--- config.mk ---
export PLATFORM = sky130hd
export DESIGN_NAME = dotted_quad_address_validator_unit
export DESIGN_NICKNAME = d
export VERILOG_FILES = /design/src/sv/dqav_pkg.sv /design/src/sv/dotted_quad_address_validator_unit.sv /design/src/sv/dqav_step.sv
export SDC_FILE = /design/constraint.sdc
export NUM_CORES = 1
export LEC_CHECK = 0
export BUFFER_PORTS_ARGS = -buffer_cell sky130_fd_sc_hd__clkbuf_2
export CAP_MARGIN = 20
export CORE_MARGIN = 3
export CORE_UTILIZATION = 41
export CTS_CLUSTER_DIAMETER = 40
export DETAILED_ROUTE_END_ITERATION = 7
export PLACE_DENSITY = 0.59
export SLEW_MARGIN = 15
export SYNTH_ARGS = -nofsm -noshare
export SYNTH_HDL_FRONTEND = slang
export SYNTH_HIERARCHICAL = 1
export SYNTH_SLANG_ARGS = --single-unit
--- constraint.sdc ---
create_clock -name clk_i -period 4.6 [get_ports clk_i]
set_clock_uncertainty 0.15 [all_clocks]
set_input_delay 0.46 -clock clk_i [delete_from_list [all_inputs] [get_ports clk_i]]
set_output_delay 0.46 -clock clk_i [all_outputs]
set_load 0.05 [all_outputs]
--- src/sv/dqav_pkg.sv ---
// Shared types and constants for the dotted-quad address validator.
// No dependencies; used by dqav_step and dotted_quad_address_validator_unit.
`default_nettype none

package dqav_pkg;

  localparam int unsigned CharW   = 8;
  localparam int unsigned ValueW  = 9;
  localparam int unsigned LenW    = 2;
  localparam int unsigned CountW  = 3;

  localparam logic [CharW-1:0]  SepReset   = 8'd64;   // '@'
  localparam logic [CharW-1:0]  FmaxReset  = 8'd255;
  localparam logic [CharW-1:0]  CharZero   = 8'h30;   // '0'
  localparam logic [CharW-1:0]  CharNine   = 8'h39;   // '9'
  localparam logic [ValueW-1:0] ValueCap   = 9'd511;
  localparam logic [LenW-1:0]   LenCap     = 2'd3;
  localparam logic [CountW-1:0] CountCap   = 3'd7;
  localparam logic [CountW-1:0] SepsNeeded = 3'd3;
  localparam logic [CountW-1:0] FieldsNeeded = 3'd4;

  typedef enum logic [0:0] {
    CFG_SEPARATOR = 1'b0,
    CFG_FIELD_MAX = 1'b1
  } cfg_idx_e;

  typedef struct packed {
    logic [ValueW-1:0] field_value;
    logic [LenW-1:0]   field_length;
    logic              leading_zero;
    logic [CountW-1:0] separators_seen;
    logic [CountW-1:0] fields_done;
    logic              word_error;
  } word_state_t;

endpackage

`default_nettype wire

--- src/sv/dotted_quad_address_validator_unit.sv ---
// Dotted-quad address validator: one character per request, verdict on last character.
// Path: a character is registered in the input register, processed combinationally by
// dqav_step, and its verdict is loaded into the output register on a word end.
// Throughput: one character per cycle; the input stage stalls only when a finished
// verdict is still held on a stalled output and the next word end is ready.
// Reset: async active low; clears parse state and handshakes, separator to '@', max 255.
`default_nettype none

module dotted_quad_address_validator_unit (
  input  logic                       clk_i,
  input  logic                       rst_ni,
  // configuration write port
  input  logic                       cfg_we_i,
  input  logic                       cfg_idx_i,
  input  logic [dqav_pkg::CharW-1:0] cfg_data_i,
  // character request channel
  input  logic                       in_valid_i,
  output logic                       in_stall_o,
  input  logic [dqav_pkg::CharW-1:0] ch_i,
  input  logic                       last_char_i,
  // verdict request channel
  output logic                       out_valid_o,
  input  logic                       out_stall_i,
  output logic                       is_valid_o
);

  // Configuration registers.
  logic [dqav_pkg::CharW-1:0] sep_char_q;
  logic [dqav_pkg::CharW-1:0] field_max_q;

  // Input register: holds one character request.
  logic                       in_v_q;
  logic [dqav_pkg::CharW-1:0] ch_q;
  logic                       last_q;

  // Parse state carried across characters of a word.
  dqav_pkg::word_state_t      state_q, state_d;
  logic                       verdict_d;

  // Output register.
  logic                       out_v_q;
  logic                       is_valid_q;

  logic                       advance;
  logic                       out_free;

  // Output slot is free if empty or being taken this cycle.
  assign out_free   = !out_v_q || !out_stall_i;
  // Only a word end needs the output slot; other characters always move on.
  assign advance    = in_v_q && (!last_q || out_free);
  assign in_stall_o = in_v_q && !advance;

  always_ff @(posedge clk_i or negedge rst_ni) begin
    if (!rst_ni) begin
      sep_char_q  <= dqav_pkg::SepReset;
      field_max_q <= dqav_pkg::FmaxReset;
    end else if (cfg_we_i) begin
      case (dqav_pkg::cfg_idx_e'(cfg_idx_i))
        dqav_pkg::CFG_SEPARATOR: sep_char_q  <= cfg_data_i;
        dqav_pkg::CFG_FIELD_MAX: field_max_q <= cfg_data_i;
        default: ;
      endcase
    end
  end

  dqav_step u_step (
    .state_i     (state_q),
    .ch_i        (ch_q),
    .last_char_i (last_q),
    .sep_char_i  (sep_char_q),
    .field_max_i (field_max_q),
    .state_o     (state_d),
    .is_valid_o  (verdict_d)
  );

  // Input stage: load a new request whenever the register is empty or the held one moves on.
  always_ff @(posedge clk_i or negedge rst_ni) begin
    if (!rst_ni) begin
      in_v_q <= 1'b0;
    end else if (!in_stall_o) begin
      in_v_q <= in_valid_i;
    end
  end

  always_ff @(posedge clk_i) begin
    if (!in_stall_o && in_valid_i) begin
      ch_q   <= ch_i;
      last_q <= last_char_i;
    end
  end

  // Advance the parse state once per processed character.
  always_ff @(posedge clk_i or negedge rst_ni) begin
    if (!rst_ni) begin
      state_q <= '0;
    end else if (advance) begin
      state_q <= state_d;
    end
  end

  // Output stage: load a verdict on a word end, drop it when taken.
  always_ff @(posedge clk_i or negedge rst_ni) begin
    if (!rst_ni) begin
      out_v_q <= 1'b0;
    end else if (advance && last_q) begin
      out_v_q <= 1'b1;
    end else if (!out_stall_i) begin
      out_v_q <= 1'b0;
    end
  end

  always_ff @(posedge clk_i) begin
    if (advance && last_q) begin
      is_valid_q <= verdict_d;
    end
  end

  assign out_valid_o = out_v_q;
  assign is_valid_o  = is_valid_q;

endmodule

`default_nettype wire

--- src/sv/dqav_step.sv ---
// Per-character update of the word parse state and the end-of-word verdict.
// Depends on dqav_pkg (state struct and character constants).
`default_nettype none

module dqav_step (
  input  dqav_pkg::word_state_t        state_i,
  input  logic [dqav_pkg::CharW-1:0]   ch_i,
  input  logic                         last_char_i,
  input  logic [dqav_pkg::CharW-1:0]   sep_char_i,
  input  logic [dqav_pkg::CharW-1:0]   field_max_i,
  output dqav_pkg::word_state_t        state_o,
  output logic                         is_valid_o
);

  logic                          is_digit;
  logic [3:0]                    digit;
  logic [12:0]                   value_next;
  dqav_pkg::word_state_t         s;

  // Close the current field: check it, count it, clear it.
  function automatic dqav_pkg::word_state_t close_field(dqav_pkg::word_state_t st,
                                                        logic [dqav_pkg::CharW-1:0] fmax);
    dqav_pkg::word_state_t r;
    r = st;
    if (st.field_length == '0) begin
      r.word_error = 1'b1;
    end else if (st.leading_zero && st.field_length > 2'd1) begin
      r.word_error = 1'b1;
    end else if (st.field_value > {1'b0, fmax}) begin
      r.word_error = 1'b1;
    end else if (st.fields_done < dqav_pkg::CountCap) begin
      r.fields_done = st.fields_done + 3'd1;
    end
    r.field_value  = '0;
    r.field_length = '0;
    r.leading_zero = 1'b0;
    return r;
  endfunction

  assign is_digit   = (ch_i >= dqav_pkg::CharZero) && (ch_i <= dqav_pkg::CharNine);
  // The low nibble of '0'..'9' is the digit value.
  assign digit      = ch_i[3:0];
  assign value_next = {1'b0, state_i.field_value, 3'b000}
                    + {3'b000, state_i.field_value, 1'b0}
                    + {9'd0, digit};

  always_comb begin
    s          = state_i;
    is_valid_o = 1'b0;
    if (!s.word_error) begin
      if (ch_i == sep_char_i) begin
        if (s.separators_seen < dqav_pkg::CountCap) begin
          s.separators_seen = s.separators_seen + 3'd1;
        end
        s = close_field(s, field_max_i);
      end else if (is_digit) begin
        if (s.field_length == '0 && ch_i == dqav_pkg::CharZero) begin
          s.leading_zero = 1'b1;
        end
        if (s.field_length < dqav_pkg::LenCap) begin
          s.field_length = s.field_length + 2'd1;
        end
        s.field_value = (value_next > {4'd0, dqav_pkg::ValueCap}) ?
                        dqav_pkg::ValueCap : value_next[dqav_pkg::ValueW-1:0];
      end else begin
        s.word_error = 1'b1;
      end
      if (s.separators_seen > dqav_pkg::SepsNeeded ||
          s.fields_done > dqav_pkg::FieldsNeeded) begin
        s.word_error = 1'b1;
      end
    end
    if (last_char_i) begin
      if (!s.word_error) begin
        s = close_field(s, field_max_i);
        if (s.fields_done > dqav_pkg::FieldsNeeded) begin
          s.word_error = 1'b1;
        end
      end
      is_valid_o = !s.word_error && s.separators_seen == dqav_pkg::SepsNeeded &&
                   s.fields_done == dqav_pkg::FieldsNeeded;
      s = '0;
    end
  end

  assign state_o = s;

endmodule

`default_nettype wire
==> results of run 1 <==
[final cells by class]
cell class                 count  area (sq um)  share of cell area (%)
multi-input combinational    306          2290                    57.3
sequential                    47          1240                    31.0
timing repair buffer          33           185                    4.64
tap                          105           131                    3.29
clock buffer                   6          72.6                    1.82
inverter                      16          60.1                    1.50
clock inverter                 2          16.3                   0.408
[power by group]
group / total (mW) / leakage, nW / switching [mW] / internal, mW
clock network: 0.261 / 0.0418 / 0.152 / 0.110
registers: 0.501 / 0.561 / 0.0345 / 0.467
logic: 0.194 / 1.17 / 0.113 / 0.0814
total: 0.957 / 1.77 / 0.299 / 0.658
[what timing repair did]
item / in CTS / in global routing
endpoints found under the setup margin: 0 / 1
buffers inserted: 0 / 3
gates resized for setup: 0 / 11
[worst reg2reg max path: stages, from the launching register on]
cell       delay (ns)
edfxtp_1         0.41
inv_1            0.08
fa_1             0.53
inv_1            0.07
fa_2             0.43
a211oi_2         0.27
nor2_1           0.13
nor4bb_4         0.40
o21ai_4          0.15
o21ai_2          0.19
nand2_1          0.08
ha_1             0.28
nor2b_1          0.13
o21a_1           0.16
o2111ai_1        0.18
nand3_1          0.10
o211ai_1         0.10
and3_1           0.16
and4b_1          0.18
[per-stage QoR]
step | utilization, % | cells | setup WS [ns] | hold WS (ns)
floorplan | - | 386 | 0.537 | 0.0144
global placement | 45.4 | 503 | 0.258 | 0.345
detailed placement | 45.4 | 503 | 0.199 | 0.351
CTS | 46.5 | 511 | 0.149 | 0.168
global route | 47.4 | 515 | 0.0147 | 0.157
finish | 47.4 | 515 | 0.293 | 0.138
[worst max-delay path by stage]
stage                            startpoint                   end  slack [ns]
after global placement    ch_q[3]$_DFFE_PP_  is_valid_o$_DFFE_PP_        0.26
after global routing      ch_q[3]$_DFFE_PP_  is_valid_o$_DFFE_PP_        0.01
after CTS                 ch_q[3]$_DFFE_PP_  is_valid_o$_DFFE_PP_        0.15
final                     ch_q[3]$_DFFE_PP_  is_valid_o$_DFFE_PP_        0.29
after floorplan           ch_q[3]$_DFFE_PP_  is_valid_o$_DFFE_PP_        0.54
after detailed placement  ch_q[3]$_DFFE_PP_  is_valid_o$_DFFE_PP_        0.20
[routing by layer]
metal	wire (microns)	track usage (%)	vias up	share of wire, %
met4	91	4.04	0	1.1
met3	199	2.36	8	2.3
met5	0	0	-	0
li1	-	-	1469	-
met1	4230	25.0	1408	49
met2	4130	30.8	42	48
[flip-flops by register name (all words and copies together), names as in the netlist]
name,count
is_valid_o,1
last_q,1
out_valid_o,1
field_max_q,8
state_q,19
sep_char_q,8
in_v_q,1
ch_q,8
[cells in the final DEF (no fill, tap or decap), drive strengths merged, types with 7 or more instances in the layout]
cell / netlist / layout
buf: 9 / 8
o21ai: 16 / 17
o211ai: 20 / 20
clkbuf: 9 / 31
nor3: 7 / 7
dfstp: 9 / 9
nand2b: 24 / 24
edfxtp: 10 / 10
nand4: 28 / 28
dfrtp: 28 / 28
inv: 16 / 17
a21oi: 16 / 16
nor2: 20 / 20
ha: 36 / 36
mux2: 18 / 18
nand2: 47 / 47
xnor2: 11 / 11
[logic make-up (layout without fill, tap and decap cells)]
kind of cell / Yosys count / after routing / share of synthesized area (%)
xor gates and xnor gates: 12 / 12 / 2.90
buffers and inverters: 34 / 57 / 4.31
muxes: 20 / 20 / 6.24
DFF: 47 / 47 / 34.1
and+or+nand+nor: 153 / 153 / 22.0
adders and majority gates: 38 / 38 / 13.5
AOI/OAI and AO/OA: 82 / 83 / 17.0
==> out/results.tsv, run 1 <==
metric	value	unit
status	finished clean	
fmax	232	MHz
Via Count	2927	
Worst Reg-to-Reg Cells	18	
vias in the first global route	2976	
CP startpoint kind	register	
Worst R2R End	is_valid_o$_DFFE_PP_	
dominant synthesized flop cell	dfrtp_1	
CTS tree	done	
Worst-path clk slew	0.10	ns
Num Clock Sinks	47	
Die X	100	microns
Rows	33	
synthesis-to-layout area growth	9.96	%
antenna-violating nets left	0	
Syn Inst Count	386	
drt drc	0	
Mapped Area	3630	sq um
crit-path cells	inv_1, fa_1, inv_1, fa_2, a211oi_2, nor2_1, nor4bb_4, o21ai_4, o21ai_2, nand2_1, ha_1, nor2b_1, o21a_1, o2111ai_1, nand3_1, o211ai_1, and3_1, and4b_1	
register bit count reported by yosys	47	
drt first-iter violations	162	
latest clock arrival within the worst-skew pair	0.30	ns
root buffer cell	clkbuf_8	
Ant. Diodes	0	
crit-path max FO	5	
total clock buffers created by CTS	5	
Setup Viol. Count Final	0	
Period Utilization, post-route	93.6	%
placed inst area	3830	sq um
Hold Crit Class	in -> async	
Worst Tran Pin Value	1.01	ns
DIE AREA	10000	sq um
Final Slew Violations	0	
fraction of layout cells with a size suffix above 1	18.0	%
count leader, synth	nand2_1	
initial antenna violation count	0	
synth unique cells	56	
max cap viols	0	
post-DP HPWL	6190	microns
first-pass GRT wire length	14700	microns
Via density	5.68	
cell taking the most area after synthesis	dfrtp_1	
die height	100	microns
Placer Congestion	0.883	
reg2reg setup slack	0.29	ns
WP data arrival	4.33	ns
Crit path largest cell delay	0.53	ns
Final nets	470	
grt total ovfl	0	
largest cells by area after synthesis	dfrtp_1 (19%), ha_1 (12%), edfxtp_1 (8.3%)	
Worst Path Buf+Inv	2	
First-pass DRT Iterations	4	
CTS Hold Bufs	0	
DR WL/cell	16.8	microns
Crit path required time	4.62	ns
FF-to-FF Start	ch_q[3]$_DFFE_PP_	
H-tree depth	2	
I/O Buffers	25	
leakage	1.77	nW
unrepaired setup endpoints after global routing	false	
most frequent cells after synthesis	nand2_1 (47), ha_1 (36), dfrtp_1 (28), nand4_1 (28), nand2b_1 (24)	
Ys Warns	6	
Starting Density	43.1	%
syn avg cell area	9.40	sq um
post-route cell area	3990	sq um
largest net degree at the start of global routing	43	
Worst setup EP type	register	
worst setup path class	reg -> reg	
total power	0.957	mW
Post-synth EDFFs	10	
Crit path top cell by count	inv_1	
Total Wirelength	8660	microns
clk buf depth	2	
Setup TNS Final	0	ns
post-synth top area share	19.3	%
I/O pin count	26	
Total GRT Usage	18.2	%
final hold vios	0	
# fillers	821	
Critical-path top delay cell	fa_1	
async set-or-reset flop fraction in the synthesized netlist	78.7	%
delay-heaviest family, CP	adder cells	
Power Density	240	nW/um^2
final critical-path required period	4.31	ns
sequential area share after synthesis	34.1	%
Core ar.	8420	sq um
peak supply drop	138	uV
Stages on worst setup path	18	
relative slew slack	32.9	%
Synthesized Nets	447	
Power figures use the tool's default switching activity.
==> run 2: changes to the inputs <==
Settings changed: CORE_UTILIZATION 41 to 50, PLACE_DENSITY 0.59 to 0.69.
==> out/results.tsv, run 2 (synthesis gave the netlist of run 1 again) <==
metric	value	unit
First-pass DRT Iterations	5	
post-DP HPWL	5990	microns
combinational share of power	17.9	%
largest net degree at the start of global routing	43	
Worst-path clk slew	0.11	ns
Num Clock Sinks	47	
DIE AREA	8320	sq um
Sequential Power Share	46.8	%
Final Slew Violations	0	
relative slew slack	33.8	%
first-pass GRT wire length	14400	microns
clk buf depth	2	
internal power	0.768	mW
final hold vios	0	
Layout Cells excl Fill	501	
DR WL/cell	17.1	microns
Biggest register	state_q	
I/O pin count	26	
Worst Path Buf+Inv	2	
WP data arrival	4.39	ns
I/O Buffers	25	
grt total ovfl	0	
unrepaired setup endpoints after global routing	false	
Multi-input gate area	2240	sq um
Setup TNS Final	0	ns
CTS tree	done	
Rows	30	
sw power	0.308	mW
leading cell type in the layout, fill and taps excluded	nand2_1	
worst setup path class	reg -> reg	
Die X	91.2	microns
fraction of layout cells with a size suffix above 1	16.0	%
clock power share	35.3	%
drt first-iter violations	275	
Worst setup EP type	register	
# fillers	630	
commonest cells after routing, fill and taps aside	nand2_1 (47), ha_1 (36), nand4_1 (28)	
Total Wirelength	8590	microns
Via Count	3035	
H-tree depth	2	
delay-heaviest family, CP	adder cells	
status	finished clean	
dpl cells	491	
leakage	1.78	nW
storage element area	1240	sq um
antenna-violating nets left	0	
Via density	6.06	
Crit path required time	4.63	ns
Net Sw Frac	28.6	%
Hold Crit Class	in -> reg	
peak supply drop	240	uV
initial antenna violation count	0	
drt drc	0	
Core ar.	6910	sq um
vias in the first global route	2908	
final critical-path required period	4.36	ns
Starting Density	52.6	%
die height	91.2	microns
Power Density	271	nW/um^2
postcts setup bufs	0	
Critical-path top delay cell	fa_1	
max cap viols	0	
Total GRT Usage	21.2	%
Crit path largest cell delay	0.51	ns
root buffer cell	clkbuf_8	
max reg flops	19	
Ant. Diodes	0	
synthesis-to-layout area growth	9.41	%
crit-path max FO	9	
Worst Tran Pin Value	0.994	ns
Final nets	465	
crit-path cells	inv_1, fa_1, inv_1, fa_1, a211oi_2, nor2_1, nor4bb_1, o21ai_2, o21ai_1, nand2_1, ha_1, a2111oi_1, nand3_1, o211ai_1, and3_1, and4b_1	
total clock buffers created by CTS	5	
fmax	229	MHz
Period Utilization, post-route	94.8	%
latest clock arrival within the worst-skew pair	0.31	ns
Final Util	57.5	%
CP startpoint kind	register	
Placer Congestion	0.884	
Setup Viol. Count Final	0	
run 2: changes by cell type in the layout (fill, tap and decap cells not counted), moves of 2 or more:
cell	previous run	this run
buf_4	8	2
o21ai_1	1	3
bufinv_16	0	2
o21ai_2	4	2
run 2: worst paths after layout:
path	depth (start not counted)	slack (ns)	start	end
worst min register to register	1	0.37	sep_char_q[4]$_DFFE_PN0P_	sep_char_q[4]$_DFFE_PN0P_
worst max register to register	16	0.24	state_q[10]$_DFFE_PN0P_	is_valid_o$_DFFE_PP_
max in group asynchronous	3	3.29	rst_ni	field_max_q[1]$_DFFE_PN1P_
worst min-delay path	1	0.18	ch_i[0]	ch_q[0]$_DFFE_PP_
min in group asynchronous	2	0.45	rst_ni	state_q[16]$_DFFE_PN0P_
worst max-delay path	16	0.24	state_q[10]$_DFFE_PN0P_	is_valid_o$_DFFE_PP_
run 2: worst reg2reg max path, stage by stage (launching register included):
cell and delay (ns):
dfrtp_1 0.43, inv_1 0.10, fa_1 0.51, inv_1 0.07
fa_1 0.49, a211oi_2 0.23, nor2_1 0.09, nor4bb_1 0.32
o21ai_2 0.18, o21ai_1 0.24, nand2_1 0.09, ha_1 0.33
a2111oi_1 0.44, nand3_1 0.12, o211ai_1 0.11, and3_1 0.16
and4b_1 0.20
run 2: final cells by class:
| cell class | instances | share of cell area (%) |
|---|---|---|
| multi-input combinational | 305 | 56.5 |
| clock inverter | 3 | 1.80 |
| sequential | 47 | 31.2 |
| inverter | 16 | 1.51 |
| tap | 96 | 3.02 |
| clock buffer | 5 | 1.73 |
| timing repair buffer | 29 | 4.28 |
run 2: power groups by stage:
stage | registers [mW] | clock network [mW] | logic (mW)
floorplan | 0.500 | 0 | 0.135
CTS | 0.503 | 0.387 | 0.188
finish | 0.503 | 0.380 | 0.193
global placement | 0.508 | 0 | 0.182
global route | 0.508 | 0.409 | 0.217
detailed placement | 0.511 | 0 | 0.186
run 2: layer usage:
| layer | vias up | share of wire [%] | global-route usage [%] | routed length [microns] |
|---|---|---|---|---|
| met4 | 0 | 1.1 | 5.40 | 91 |
| li1 | 1460 | - | - | - |
| met2 | 129 | 46 | 34.4 | 3990 |
| met1 | 1433 | 46 | 29.2 | 3980 |
| met3 | 13 | 6.2 | 3.98 | 530 |
| met5 | - | 0 | 0 | 0 |
run 2: per-stage QoR:
step	setup WS [ns]	instance area (sq um)	hold WS, ns	total power [mW]
2_1_floorplan	0.537	3630	0.0144	0.635
6_report	0.241	3970	0.183	1.08
4_1_cts	0.184	3930	0.172	1.08
3_5_place_dp	0.216	3790	0.354	0.697
3_3_place_gp	0.325	3790	0.347	0.690
5_1_grt	0.0270	3970	0.154	1.13
run 2: what timing repair did:
item                       in CTS  in global routing
hold endpoints to repair        0                  8
setup endpoints to repair       0                  1
resized for setup               0                  5
hold buffers                    0                  1
==> run 3: changes to the inputs <==
--- a/constraint.sdc
+++ b/constraint.sdc
@@ -4,2 +4,2 @@
 set_output_delay 0.46 -clock clk_i [all_outputs]
-set_load 0.05 [all_outputs]
+set_load 0.005 [all_outputs]
==> out/results.tsv, run 3 (synthesis gave the netlist of run 1 again) <==
metric	value	unit
status	finished clean	
DR WL/cell	16.7	microns
clk buf depth	2	
Final Util	57.2	%
peak supply drop	196	uV
Crit path required time	4.65	ns
Total GRT Usage	20.8	%
initial antenna violation count	0	
leakage	1.77	nW
fraction of layout cells with a size suffix above 1	15.8	%
Period Utilization, post-route	93.4	%
Worst R2R End	is_valid_o$_DFFE_PP_	
root buffer cell	clkbuf_8	
final hold vios	0	
largest net degree at the start of global routing	42	
antenna-violating nets left	0	
Biggest register	state_q	
worst setup path class	reg -> reg	
First-pass DRT Iterations	5	
met1 GRT Util	29.4	%
grt total ovfl	0	
Num Clock Sinks	47	
leading cell type in the layout, fill and taps excluded	nand2_1	
Placer Congestion	0.884	
Final Slew Violations	0	
critical path startpoint	state_q[12]$_DFFE_PN0P_	
drt first-iter violations	224	
reg2reg setup slack	0.30	ns
combinational share of power	17.8	%
delay-heaviest family, CP	adder cells	
Via Count	3001	
Crit path largest cell delay	0.48	ns
Core ar.	6910	sq um
I/O Buffers	25	
Total Wirelength	8350	microns
Die X	91.2	microns
Final nets	464	
Power Density	271	nW/um^2
latest clock arrival within the worst-skew pair	0.32	ns
max reg flops	19	
internal power	0.767	mW
relative slew slack	32.0	%
first-pass GRT wire length	14100	microns
die height	91.2	microns
Worst Path Buf+Inv	2	
Setup Viol. Count Final	0	
Worst setup EP type	register	
Hold Crit Class	in -> async	
WP data arrival	4.34	ns
CP startpoint kind	register	
final critical-path required period	4.30	ns
post-route cell area	3950	sq um
clock power share	35.7	%
post-DP HPWL	6020	microns
Rows	30	
crit-path cells	inv_1, fa_1, inv_1, fa_1, a211oi_2, nor2_1, nor4bb_1, o21ai_2, o21ai_1, nand2_1, ha_1, a2111oi_1, nand3_1, o211ai_1, and3_1, and4b_1	
Critical-path top delay cell	fa_1	
I/O pin count	26	
dpl cells	492	
CTS tree	done	
crit-path max FO	9	
Via density	6.00	
met3 usage	3.40	%
synthesis-to-layout area growth	8.76	%
Net Sw Frac	28.2	%
fmax	233	MHz
placed inst area	3800	sq um
H-tree depth	2	
Stages on worst setup path	16	
Layout Cells excl Fill	500	
Starting Density	52.6	%
CTS Hold Bufs	0	
max cap viols	0	
sw power	0.301	mW
Ant. Diodes	0	
met2 Track Usage GR	33.2	%
drt drc	0	
total clock buffers created by CTS	5	
Most Used Layer, Global Route	met2	
FF-to-FF Start	state_q[12]$_DFFE_PN0P_	
commonest cells after routing, fill and taps aside	nand2_1 (47), ha_1 (36), nand4_1 (28), dfrtp_1 (28), clkbuf_2 (25)	
DIE AREA	8320	sq um
CP Capture Point	is_valid_o$_DFFE_PP_	
vias in the first global route	2898	
Worst-path clk slew	0.11	ns
unrepaired setup endpoints after global routing	false	
Worst Tran Pin Value	1.02	ns
Setup TNS Final	0	ns
Worst Reg-to-Reg Cells	16	
Sequential Power Share	46.4	%
run 3: changes by cell type in the layout (fill, tap and decap cells not counted), sizes merged:
cell | before | now
dlygate4sd3 | 1 | 0
run 3: layout make-up:
cell class                 instances  area [sq um]
clock buffer                       5          68.8
clock inverter                     3          71.3
fill                             604          2960
inverter                          16          60.1
multi-input combinational        305          2240
sequential                        47          1240
tap                               96           120
timing repair buffer              28           148
run 3: how the worst min path moves through the flow:
stage | cells past startpoint | endpoint | slack [ns]
floorplan | 0 | in_v_q$_DFFE_PN0N_ | 0.01
global placement | 1 | sep_char_q[0]$_DFFE_PN0P_ | 0.35
detailed placement | 1 | sep_char_q[1]$_DFFE_PN0P_ | 0.36
CTS | 1 | state_q[8]$_DFFE_PN0P_ | 0.16
global route | 1 | ch_q[5]$_DFFE_PP_ | 0.16
finish | 1 | state_q[8]$_DFFE_PN0P_ | 0.12
run 3: what timing repair did:
| action | CTS | global route |
|---|---|---|
| setup buffers | 0 | 0 |
| gates resized for setup | 0 | 4 |
| endpoints found under the setup margin | 0 | 1 |
run 3: power by group through the flow:
| stage | registers (mW) | logic, mW | clock network (mW) |
|---|---|---|---|
| finish | 0.496 | 0.191 | 0.381 |
| global route | 0.501 | 0.215 | 0.403 |
| CTS | 0.496 | 0.189 | 0.387 |
| detailed placement | 0.505 | 0.187 | 0 |
| global placement | 0.503 | 0.184 | 0 |
| floorplan | 0.495 | 0.134 | 0 |
run 3: through the flow:
step                      power [mW]  setup WS, ns  hold WS, ns
final                           1.07         0.304        0.121
after global routing            1.12       0.00935        0.156
after CTS                       1.07         0.205        0.160
after detailed placement       0.692         0.235        0.358
after global placement         0.687         0.324        0.347
after floorplan                0.630         0.537       0.0144
run 3: worst register-to-register path: stages, from the launching register on:
cell and delay, ns:
dfrtp_1 0.47, inv_1 0.08, fa_1 0.48, inv_1 0.07
fa_1 0.48, a211oi_2 0.23, nor2_1 0.09, nor4bb_1 0.34
o21ai_2 0.19, o21ai_1 0.24, nand2_1 0.08, ha_1 0.32
a2111oi_1 0.39, nand3_1 0.11, o211ai_1 0.10, and3_1 0.16
and4b_1 0.18
run 3: metal layers:
layer  part of all wire, %  routed length [microns]  vias up
met5                     0                        0        -
met4                  0.68                       57        0
met3                   5.1                      424        7
met2                    47                     3970      100
met1                    47                     3900     1432
li1                      -                        -     1462
